===== src/hdl/bbr_pkg.sv =====
// Shared constants for the box blur row pass: configuration register codes,
// field widths, reset values and parameter defaults. No dependencies.
`default_nettype none

package bbr_pkg;

   localparam int MAX_RADIUS_DEF  = 31;
   localparam int SAMPLE_BITS_DEF = 16;

   localparam int RADIUS_W  = 5;
   localparam int SCALE_W   = 17;
   localparam int CSR_IDX_W = 1;
   localparam int CSR_DATA_W = SCALE_W;

   // register indexes on the csr port
   localparam logic [CSR_IDX_W-1:0] CSR_RADIUS = 1'd0;
   localparam logic [CSR_IDX_W-1:0] CSR_SCALE  = 1'd1;

   localparam logic [RADIUS_W-1:0] RADIUS_RST = 5'd1;
   localparam logic [SCALE_W-1:0]  SCALE_RST  = 17'd21845;

   // Q16 rounding
   localparam int FRAC_BITS = 16;

endpackage

`default_nettype wire


===== src/hdl/bbr_req_if.sv =====
// Input channel of the box blur row pass: valid/ready plus one sample word.
// Depends on bbr_pkg for the default sample width.
`default_nettype none

interface bbr_req_if
   import bbr_pkg::*;
#(
   parameter int SAMPLE_BITS = SAMPLE_BITS_DEF
) ();
   logic                          valid;
   logic                          ready;
   logic signed [SAMPLE_BITS-1:0] sample;
   logic                          row_end;

   modport source (output valid, output sample, output row_end, input ready);
   modport sink   (input valid, input sample, input row_end, output ready);
endinterface

`default_nettype wire


===== src/hdl/bbr_rsp_if.sv =====
// Result channel of the box blur row pass: valid/ready plus one average word.
// Depends on bbr_pkg for the default sample width.
`default_nettype none

interface bbr_rsp_if
   import bbr_pkg::*;
#(
   parameter int SAMPLE_BITS = SAMPLE_BITS_DEF
) ();
   logic                          valid;
   logic                          ready;
   logic signed [SAMPLE_BITS-1:0] average;
   logic                          end_of_row;
   logic                          run_last;

   modport source (output valid, output average, output end_of_row, output run_last,
                   input ready);
   modport sink   (input valid, input average, input end_of_row, input run_last,
                   output ready);
endinterface

`default_nettype wire


===== src/hdl/bbr_ram.sv =====
// Generic single-port-write, single-port-read RAM with registered read data.
// No dependencies.
`default_nettype none

module bbr_ram #(
   parameter  int WIDTH = 16,
   parameter  int DEPTH = 64,
   localparam int AW    = $clog2(DEPTH)
) (
   input  wire logic             clock,
   input  wire logic             wr_en,
   input  wire logic [AW-1:0]    wr_addr,
   input  wire logic [WIDTH-1:0] wr_data,
   input  wire logic [AW-1:0]    rd_addr,
   output logic      [WIDTH-1:0] rd_data
);

   logic [WIDTH-1:0] mem [DEPTH];

   always_ff @(posedge clock) begin
      if (wr_en) begin
         mem[wr_addr] <= wr_data;
      end
      rd_data <= mem[rd_addr];
   end

endmodule

`default_nettype wire


===== src/hdl/bbr_scale.sv =====
// Scaling unit: registered Q16 multiply of the running sum, then rounding
// and saturation to the sample width. Depends on bbr_pkg.
`default_nettype none

module bbr_scale
   import bbr_pkg::*;
#(
   parameter  int SAMPLE_BITS = SAMPLE_BITS_DEF,
   localparam int SUM_BITS    = SAMPLE_BITS + 7
) (
   input  wire logic                          clock,
   input  wire logic                          en,
   input  wire logic signed [SUM_BITS-1:0]    sum,
   input  wire logic        [SCALE_W-1:0]     scale,
   output logic      signed [SAMPLE_BITS-1:0] average
);

   localparam int PW = SUM_BITS + SCALE_W + 1;
   localparam int QW = PW + 1 - FRAC_BITS;

   logic signed [PW-1:0] prod_ff;
   logic signed [PW:0]   rnd;
   logic signed [QW-1:0] quot;

   localparam logic signed [QW-1:0] HI = QW'((64'sd1 <<< (SAMPLE_BITS - 1)) - 64'sd1);
   localparam logic signed [QW-1:0] LO = QW'(-(64'sd1 <<< (SAMPLE_BITS - 1)));

   always_ff @(posedge clock) begin
      if (en) begin
         prod_ff <= PW'(sum) * $signed({1'b0, scale});
      end
   end

   // arithmetic shift gives floor, matching round-half-up on the scaled sum
   always_comb begin
      rnd  = (PW + 1)'(prod_ff) + (PW + 1)'(1 <<< (FRAC_BITS - 1));
      quot = QW'(rnd >>> FRAC_BITS);
      if (quot > HI) begin
         average = SAMPLE_BITS'(HI);
      end else if (quot < LO) begin
         average = SAMPLE_BITS'(LO);
      end else begin
         average = SAMPLE_BITS'(quot);
      end
   end

endmodule

`default_nettype wire


===== src/hdl/box_blur_row_pass.sv =====
// Box blur row pass: centred moving average with edge replication, one row.
// A taken word passes S_ACC, S_MUL and S_EMIT before its result enters the output
// register; a word without result returns from S_ACC. A new word is taken only in
// S_IDLE. A row end adds right-edge flush steps, read-accumulate-scale like a word,
// around the single window RAM read port. Output back-pressure stalls S_EMIT.
// Reset (synchronous): control, sums, counters, config and output valid; payload
// registers and window RAM are not; only entries written in this row are read.
`default_nettype none

module box_blur_row_pass
   import bbr_pkg::*;
#(
   parameter int MAX_RADIUS  = MAX_RADIUS_DEF,
   parameter int SAMPLE_BITS = SAMPLE_BITS_DEF
) (
   input  wire logic                  clock,
   input  wire logic                  reset,
   bbr_req_if.sink                    req,
   bbr_rsp_if.source                  rsp,
   input  wire logic                  csr_we,
   input  wire logic [CSR_IDX_W-1:0]  csr_index,
   input  wire logic [CSR_DATA_W-1:0] csr_wdata
);

   localparam int WIN_MAX  = 2 * MAX_RADIUS + 1;
   localparam int DEPTH    = WIN_MAX + 1;           // ring one deeper than the window
   localparam int AW       = $clog2(DEPTH);
   localparam int SUM_BITS = SAMPLE_BITS + 7;
   localparam int CW       = $clog2(3 * MAX_RADIUS + 2); // holds count + flush step
   localparam int NW       = $clog2(WIN_MAX + 1);        // samples in row, saturating
   localparam int TW       = $clog2(MAX_RADIUS + 1);     // flush step

   // sequencer codes
   localparam logic [1:0] S_IDLE = 2'd0;   // waiting for a word
   localparam logic [1:0] S_ACC  = 2'd1;   // RAM data back, update running sum
   localparam logic [1:0] S_MUL  = 2'd2;   // product register loads
   localparam logic [1:0] S_EMIT = 2'd3;   // result into the output register

   // ---------------------------------------------------------------- state
   logic [1:0]                    state_ff, state_in;
   logic [RADIUS_W-1:0]           radius_ff;
   logic [SCALE_W-1:0]            scale_ff;
   logic signed [SUM_BITS-1:0]    sum_ff, sum_in;
   logic signed [SAMPLE_BITS-1:0] first_ff, first_in;
   logic [NW-1:0]                 cnt_ff, cnt_in;
   logic [AW-1:0]                 pos_ff, pos_in;
   logic [TW-1:0]                 t_ff, t_in;

   // current word
   logic signed [SAMPLE_BITS-1:0] s_ff, s_in;
   logic                          last_ff, last_in;

   // output register
   logic                          ov_ff, ov_in;
   logic signed [SAMPLE_BITS-1:0] avg_ff, avg_in;
   logic                          eor_ff, eor_in;
   logic                          run_ff, run_in;

   // ---------------------------------------------------------------- datapath
   logic [CW-1:0]                 r_eff, w_eff, vcnt;
   logic [AW+1:0]                 addr_pre, addr_diff;
   logic [AW-1:0]                 rd_addr;
   logic [SAMPLE_BITS-1:0]        rd_data;
   logic signed [SAMPLE_BITS-1:0] old;
   logic signed [SUM_BITS-1:0]    s_ext, old_ext, w_ext, ws;
   logic signed [SAMPLE_BITS-1:0] scaled;
   logic                          row_start, final_step, step_done, req_take;

   assign req_take  = req.valid && req.ready;
   assign req.ready = (state_ff == S_IDLE);

   // radius above the build limit is clamped
   assign r_eff = (32'(radius_ff) > 32'(MAX_RADIUS)) ? CW'(MAX_RADIUS) : CW'(radius_ff);
   assign w_eff = CW'({r_eff, 1'b1});

   // ring slot of the sample leaving the window for step t_in: pos + t - w, wrapped
   always_comb begin
      addr_pre  = (AW + 2)'(pos_ff) + (AW + 2)'(t_in);
      addr_diff = addr_pre - (AW + 2)'(w_eff);
      if (addr_diff[AW+1]) begin
         rd_addr = AW'(addr_diff + (AW + 2)'(DEPTH));
      end else begin
         rd_addr = AW'(addr_diff);
      end
   end

   bbr_ram #(
      .WIDTH (SAMPLE_BITS),
      .DEPTH (DEPTH)
   ) u_window (
      .clock   (clock),
      .wr_en   (req_take),
      .wr_addr (pos_ff),
      .wr_data (req.sample),
      .rd_addr (rd_addr),
      .rd_data (rd_data)
   );

   // virtual count during the flush; before the window fills, the left edge replicates
   assign vcnt       = CW'(cnt_ff) + CW'(t_ff);
   assign old        = (vcnt < w_eff) ? first_ff : $signed(rd_data);
   assign row_start  = (cnt_ff == '0) && (t_ff == '0);
   assign s_ext      = {{(SUM_BITS - SAMPLE_BITS){s_ff[SAMPLE_BITS-1]}}, s_ff};
   assign old_ext    = {{(SUM_BITS - SAMPLE_BITS){old[SAMPLE_BITS-1]}}, old};
   assign w_ext      = SUM_BITS'(w_eff);
   assign ws         = s_ext * w_ext;                // whole window of the first sample
   assign final_step = !last_ff || (CW'(t_ff) == r_eff);

   bbr_scale #(
      .SAMPLE_BITS (SAMPLE_BITS)
   ) u_scale (
      .clock   (clock),
      .en      (state_ff == S_MUL),
      .sum     (sum_ff),
      .scale   (scale_ff),
      .average (scaled)
   );

   // ---------------------------------------------------------------- sequencer
   always_comb begin
      state_in  = state_ff;
      sum_in    = sum_ff;
      first_in  = first_ff;
      cnt_in    = cnt_ff;
      pos_in    = pos_ff;
      t_in      = t_ff;
      s_in      = s_ff;
      last_in   = last_ff;
      ov_in     = ov_ff;
      avg_in    = avg_ff;
      eor_in    = eor_ff;
      run_in    = run_ff;
      step_done = 1'b0;

      if (rsp.valid && rsp.ready) begin
         ov_in = 1'b0;
      end

      unique case (state_ff)
         S_IDLE: begin
            if (req_take) begin
               s_in     = req.sample;
               last_in  = req.row_end;
               t_in     = '0;
               state_in = S_ACC;
            end
         end
         S_ACC: begin
            if (row_start) begin
               first_in = s_ff;
               sum_in   = ws;
            end else begin
               sum_in = sum_ff + s_ext - old_ext;
            end
            if (vcnt >= r_eff) begin
               state_in = S_MUL;
            end else begin
               step_done = 1'b1;
            end
         end
         S_MUL: begin
            state_in = S_EMIT;
         end
         S_EMIT: begin
            if (!ov_ff || rsp.ready) begin
               ov_in     = 1'b1;
               avg_in    = scaled;
               eor_in    = last_ff && final_step;
               run_in    = final_step;
               step_done = 1'b1;
            end
         end
         default: begin
            state_in = S_IDLE;
         end
      endcase

      // next flush step, or close the word
      if (step_done) begin
         if (last_ff && (CW'(t_ff) < r_eff)) begin
            t_in     = t_ff + 1'b1;
            state_in = S_ACC;
         end else begin
            t_in     = '0;
            state_in = S_IDLE;
            if (last_ff) begin
               cnt_in = '0;
               pos_in = '0;
               sum_in = '0;
            end else begin
               pos_in = (pos_ff == AW'(DEPTH - 1)) ? '0 : pos_ff + 1'b1;
               cnt_in = (cnt_ff == NW'(WIN_MAX)) ? cnt_ff : cnt_ff + 1'b1;
            end
         end
      end
   end

   always_ff @(posedge clock) begin
      if (reset) begin
         state_ff  <= S_IDLE;
         radius_ff <= RADIUS_RST;
         scale_ff  <= SCALE_RST;
         sum_ff    <= '0;
         first_ff  <= '0;
         cnt_ff    <= '0;
         pos_ff    <= '0;
         t_ff      <= '0;
         ov_ff     <= 1'b0;
      end else begin
         state_ff <= state_in;
         sum_ff   <= sum_in;
         first_ff <= first_in;
         cnt_ff   <= cnt_in;
         pos_ff   <= pos_in;
         t_ff     <= t_in;
         ov_ff    <= ov_in;
         if (csr_we) begin
            unique case (csr_index)
               CSR_RADIUS: radius_ff <= csr_wdata[RADIUS_W-1:0];
               CSR_SCALE:  scale_ff  <= csr_wdata[SCALE_W-1:0];
            endcase
         end
      end
   end

   // payload registers
   always_ff @(posedge clock) begin
      s_ff    <= s_in;
      last_ff <= last_in;
      avg_ff  <= avg_in;
      eor_ff  <= eor_in;
      run_ff  <= run_in;
   end

   assign rsp.valid      = ov_ff;
   assign rsp.average    = avg_ff;
   assign rsp.end_of_row = eor_ff;
   assign rsp.run_last   = run_ff;

endmodule

`default_nettype wire

===== src/flat_wrapper.sv =====
// flat-port wrapper written by rule: the top's interface ports become plain ports
module box_blur_row_pass_flat import bbr_pkg::*;
#(
   parameter int MAX_RADIUS  = MAX_RADIUS_DEF,
   parameter int SAMPLE_BITS = SAMPLE_BITS_DEF
)
  (clock, reset, csr_we, csr_index, csr_wdata, req_valid, req_sample, req_row_end, req_ready, rsp_valid, rsp_average, rsp_end_of_row, rsp_run_last, rsp_ready);
  bbr_req_if #(.SAMPLE_BITS(SAMPLE_BITS)) req_i ();
  bbr_rsp_if #(.SAMPLE_BITS(SAMPLE_BITS)) rsp_i ();
  input  wire logic clock;
  input  wire logic reset;
  input  wire logic csr_we;
  input  wire logic [CSR_IDX_W-1:0] csr_index;
  input  wire logic [CSR_DATA_W-1:0] csr_wdata;
  input wire logic [$bits(req_i.valid)-1:0] req_valid;
  input wire logic [$bits(req_i.sample)-1:0] req_sample;
  input wire logic [$bits(req_i.row_end)-1:0] req_row_end;
  output wire logic [$bits(req_i.ready)-1:0] req_ready;
  output wire logic [$bits(rsp_i.valid)-1:0] rsp_valid;
  output wire logic [$bits(rsp_i.average)-1:0] rsp_average;
  output wire logic [$bits(rsp_i.end_of_row)-1:0] rsp_end_of_row;
  output wire logic [$bits(rsp_i.run_last)-1:0] rsp_run_last;
  input wire logic [$bits(rsp_i.ready)-1:0] rsp_ready;
  assign req_i.valid = req_valid;
  assign req_i.sample = req_sample;
  assign req_i.row_end = req_row_end;
  assign req_ready = req_i.ready;
  assign rsp_valid = rsp_i.valid;
  assign rsp_average = rsp_i.average;
  assign rsp_end_of_row = rsp_i.end_of_row;
  assign rsp_run_last = rsp_i.run_last;
  assign rsp_i.ready = rsp_ready;
  box_blur_row_pass #(.MAX_RADIUS(MAX_RADIUS), .SAMPLE_BITS(SAMPLE_BITS)) u_core (.clock(clock), .reset(reset), .req(req_i), .rsp(rsp_i), .csr_we(csr_we), .csr_index(csr_index), .csr_wdata(csr_wdata));
endmodule

===== config.mk =====
export PLATFORM = sky130hd
export DESIGN_NAME = box_blur_row_pass_flat
export DESIGN_NICKNAME = d
export VERILOG_FILES = /design/src/hdl/bbr_pkg.sv /design/src/hdl/bbr_req_if.sv /design/src/hdl/bbr_rsp_if.sv /design/src/hdl/bbr_ram.sv /design/src/hdl/bbr_scale.sv /design/src/hdl/box_blur_row_pass.sv /design/src/flat_wrapper.sv
export SDC_FILE = /design/constraint.sdc
export NUM_CORES = 2
export LEC_CHECK = 0
export BUFFER_PORTS_ARGS = -buffer_cell sky130_fd_sc_hd__buf_2
export CORE_MARGIN = 4
export CORE_UTILIZATION = 55
export CTS_BUF_LIST = sky130_fd_sc_hd__clkbuf_16
export DETAILED_ROUTE_END_ITERATION = 7
export PLACE_DENSITY = 0.73
export SLEW_MARGIN = 20
export SYNTH_ARGS = -nofsm -noshare
export SYNTH_HDL_FRONTEND = slang
export SYNTH_SLANG_ARGS = --single-unit

===== constraint.sdc =====
create_clock -name clock -period 14.9 [get_ports clock]
set_input_delay 2.98 -clock clock [delete_from_list [all_inputs] [get_ports clock]]
set_output_delay 2.98 -clock clock [all_outputs]
set_load 0.01 [all_outputs]

==> impl_metrics.tcl <==
set metrics [dict create \
    rsz0062_at_grt "false" \
    relSlewSlack_pct 18.2 \
    synth_nets 5108 \
    arrival_ns 8.72 \
    cts_tree "yes" \
    synth_compound_area_share_pct 3.02 \
    synth-simple-area-share_pct 6.75 \
    post-place-ws_ns 6.21 \
    remaining_drc_errors 0 \
    syn_avg_cell_area_um2 14.8 \
    ant_nets 0 \
    finalHoldViolCount 0 \
    cp-start-kind "primary input" \
    critPathKind "primary input to flop" \
    synth-xor-area-share_pct 1.30 \
    syn_inst 4385 \
    grt_pass1_vias 38800 \
    io_buffers 59 \
    first_iter_violations 4811 \
    dp_cells 5892 \
    status "finished, final reports clean" \
    yosys.area_share.adder_pct 18.8 \
    synth_top_family_by_area "adder cells" \
    yosysWarnings 0 \
    htree_num_levels 3 \
    syn-cell-area_um2 64700 \
    tightestPinTransition_ns 1.23 \
    antenna_found_initial 5 \
    numCtsBuffers 115 \
    cts_setup_buffers 0 \
    final_cells 6115 \
    cts-root-buf "clkbuf_16" \
    min_period_ns 8.09 \
    initial_utilization_pct 55.5 \
    place_area_um2 67100 \
    fmax_ghz 0.124 \
    grt_max_degree 96 \
    finClkSkew_ns 0.0863 \
    required_ns 15.53 \
    crit_fanout 76 \
    synth_cell_types 80 \
    synth_flop_cell "edfxtp_1" \
    max_cap_violations 0 \
    grt_pass1_wl_mm 250 \
    clock_sinks 1182 \
    power_frac_comb_pct 54.9 \
    fin_area_um2 71200 \
    p_int_mw 9.83 \
    clk_latency_ns 0.77 \
    drt_wl_total_mm 166 \
    syn_to_final_growth_pct 10.0 \
    drv_slew 0 \
    ctsHoldBuffers 0 \
    clk_pin_slew_worst_paths_ns 0.07 \
    die-height_um 351 \
    clk_path_buf_depth 3 \
    synth_async_sr_flop_share_pct 0 \
    worst_slack_ns 6.81 \
    gp_congestion 0.850 \
    fin_util_pct 61.1 \
    dieArea_um2 123000 \
    powerDensity_nw_per_um2 231 \
    p_clk_share_pct 18.6 \
    placementRows 125 \
    drt-pass1-iter-count 6 \
    leakagePower_nw 27.1 \
    fin_tns_setup_ns 0 \
    synth.area.mux_share_pct 12.0 \
    io_pins 60 \
    min_period_over_period_pct 54.3 \
    die_x_um 351 \
    seq_power_share_pct 26.4 \
    vdd_drop_max_mv 0.402 \
    cp-end-kind "flop" \
    fin_nets 5208 \
    core_area_um2 117000 \
    wire_per_inst_um 27.1 \
    drive_gt1_share_pct 15.8 \
    p_sw_mw 6.64 \
    dp_hpwl_mm 102 \
    cts.repair.resized 0 \
    synth_enable_flop_cells 1085 \
    ys_ff_latch 1182 \
    ys_seq_area_share_pct 53.3 \
    vias 37700 \
    hp-class "flop to flop" \
    viasPerCell 6.16 \
    finalSetupViolCount 0 \
    grt_usage_pct 27.7 \
    grt.overflow.total 0 \
    swShare_pct 40.3 \
]
-- routing by layer --
layer	part of all wire [%]	routed length (µm)	GRT usage, %
met5	0	0	0
met2	48	79400	44.4
met1	37	61700	37.8
met4	4.0	6700	10.1
met3	11	17800	6.08
-- layout make-up --
cell class	instances	area [µm²]
fill	8401	45300
timing repair buffer	176	1240
multi-input combinational	2399	27200
sequential	1182	34500
tap	1524	1910
antenna	4	10.0
clock buffer	116	2900
inverter	611	2290
clock inverter	103	1100
-- synthesized netlist by cell type, drive strengths merged (10+ instances only) --
| cell | instances | share of area, % |
|---|---|---|
| edfxtp | 1085 | 50 |
| nor3 | 29 | 0.23 |
| a311oi | 10 | 0.14 |
| a21o | 27 | 0.31 |
| inv | 610 | 3.5 |
| xor2 | 26 | 0.35 |
| a31oi | 14 | 0.14 |
| nand3 | 37 | 0.31 |
| nand2 | 458 | 2.7 |
| mux2i | 18 | 0.28 |
| o21bai | 10 | 0.12 |
| xnor2 | 70 | 0.95 |
| nand3b | 11 | 0.13 |
| nand2b | 10 | 0.097 |
| and2 | 148 | 1.4 |
| ha | 204 | 3.9 |
| a211oi | 17 | 0.20 |
| o21ai | 66 | 0.53 |
| a21oi | 105 | 0.82 |
| and3 | 16 | 0.16 |
| fa | 479 | 15 |
| or3 | 12 | 0.12 |
| nand4 | 21 | 0.20 |
| nor2 | 177 | 1.0 |
| clkbuf | 149 | 0.86 |
| dfxtp | 97 | 3.0 |
| mux4 | 336 | 12 |
| nor2b | 15 | 0.15 |
| buf | 44 | 0.36 |
| o21a | 13 | 0.15 |
-- power groups by stage --
stage | sequential [mW] | clock, mW | combinational [mW]
finish | 4.36 | 3.07 | 9.04
global route | 4.37 | 3.26 | 10.2
CTS | 4.35 | 3.11 | 9.09
detailed placement | 4.42 | 0 | 8.97
global placement | 4.41 | 0 | 8.74
floorplan | 4.18 | 0 | 7.08
-- critical path, stage by stage --
cell and delay [ns]:
buf_2 0.10, nand2b_1 0.19, nand2_1 0.16, o21ai_4 0.17
and2b_1 0.29, a22o_1 0.29, fa_1 0.52, inv_1 0.06
fa_4 1.31, buf_4 0.96, mux4_2 0.48, mux4_2 0.58
mux4_2 0.48
-- through the flow --
| step | power, mW | hold slack, ns |
|---|---|---|
| 6_report | 16.5 | 0.453 |
| 5_1_grt | 17.9 | 0.469 |
| 4_1_cts | 16.5 | 0.454 |
| 3_5_place_dp | 13.4 | 0.446 |
| 3_3_place_gp | 13.2 | 0.441 |
| 2_1_floorplan | 11.3 | 0.434 |
-- cell families after synthesis --
| family | count (synthesis) |
|---|---|
| AOI/OAI and AO/OA | 308 |
| xor gates and xnor gates | 96 |
| adders and majority gates | 683 |
| buffers and inverters | 804 |
| DFF | 1182 |
| muxes | 358 |
| and+or+nand+nor | 954 |
-- registers in the layout (all words and copies together) (netlist names) --
name	flops
u_core.u_scale.prod_ff	26
u_core.rsp.end_of_row	1
u_core.last_ff	1
u_core.rsp.valid	1
u_core.radius_ff	5
u_core.pos_ff	6
u_core.u_window.rd_data	16
u_core.sum_ff	23
u_core.state_ff	2
u_core.cnt_ff	6
u_core.s_ff	16
u_core.u_window.mem	1024
u_core.first_ff	16
u_core.t_ff	5
u_core.rsp.average	16
u_core.scale_ff	17
u_core.rsp.run_last	1
-- path summary, 6_finish.rpt --
check | start | slack (ns) | endpoint | cells after the start
max | rsp_ready | 6.81 | u_core.u_window.rd_data[13]$_DFF_P_ | 13
min | u_core.first_ff[10]$_SDFFE_PP0P_ | 0.45 | u_core.first_ff[10]$_SDFFE_PP0P_ | 2
max reg2reg | u_core.radius_ff[1]$_SDFFE_PP0P_ | 7.06 | u_core.u_window.rd_data[13]$_DFF_P_ | 17
min reg2reg | u_core.first_ff[10]$_SDFFE_PP0P_ | 0.45 | u_core.first_ff[10]$_SDFFE_PP0P_ | 2
-- layout by cell type, fill, tap and decap left out, types with 36 or more instances in the layout --
master     synthesis  final
a21oi_1          104    104
fa_1             479    478
o21ai_0           38     38
and2_1           147    148
xnor2_1           70     66
buf_2             35     46
ha_1             204    203
nor2_1           176    165
inv_1            610    622
nand3_1           36     36
mux4_2           336    336
clkbuf_16          0    116
edfxtp_1        1085   1085
dfxtp_1           97     96
buf_4              1    127
nand2_1          457    457
Power figures use the tool's default switching activity.
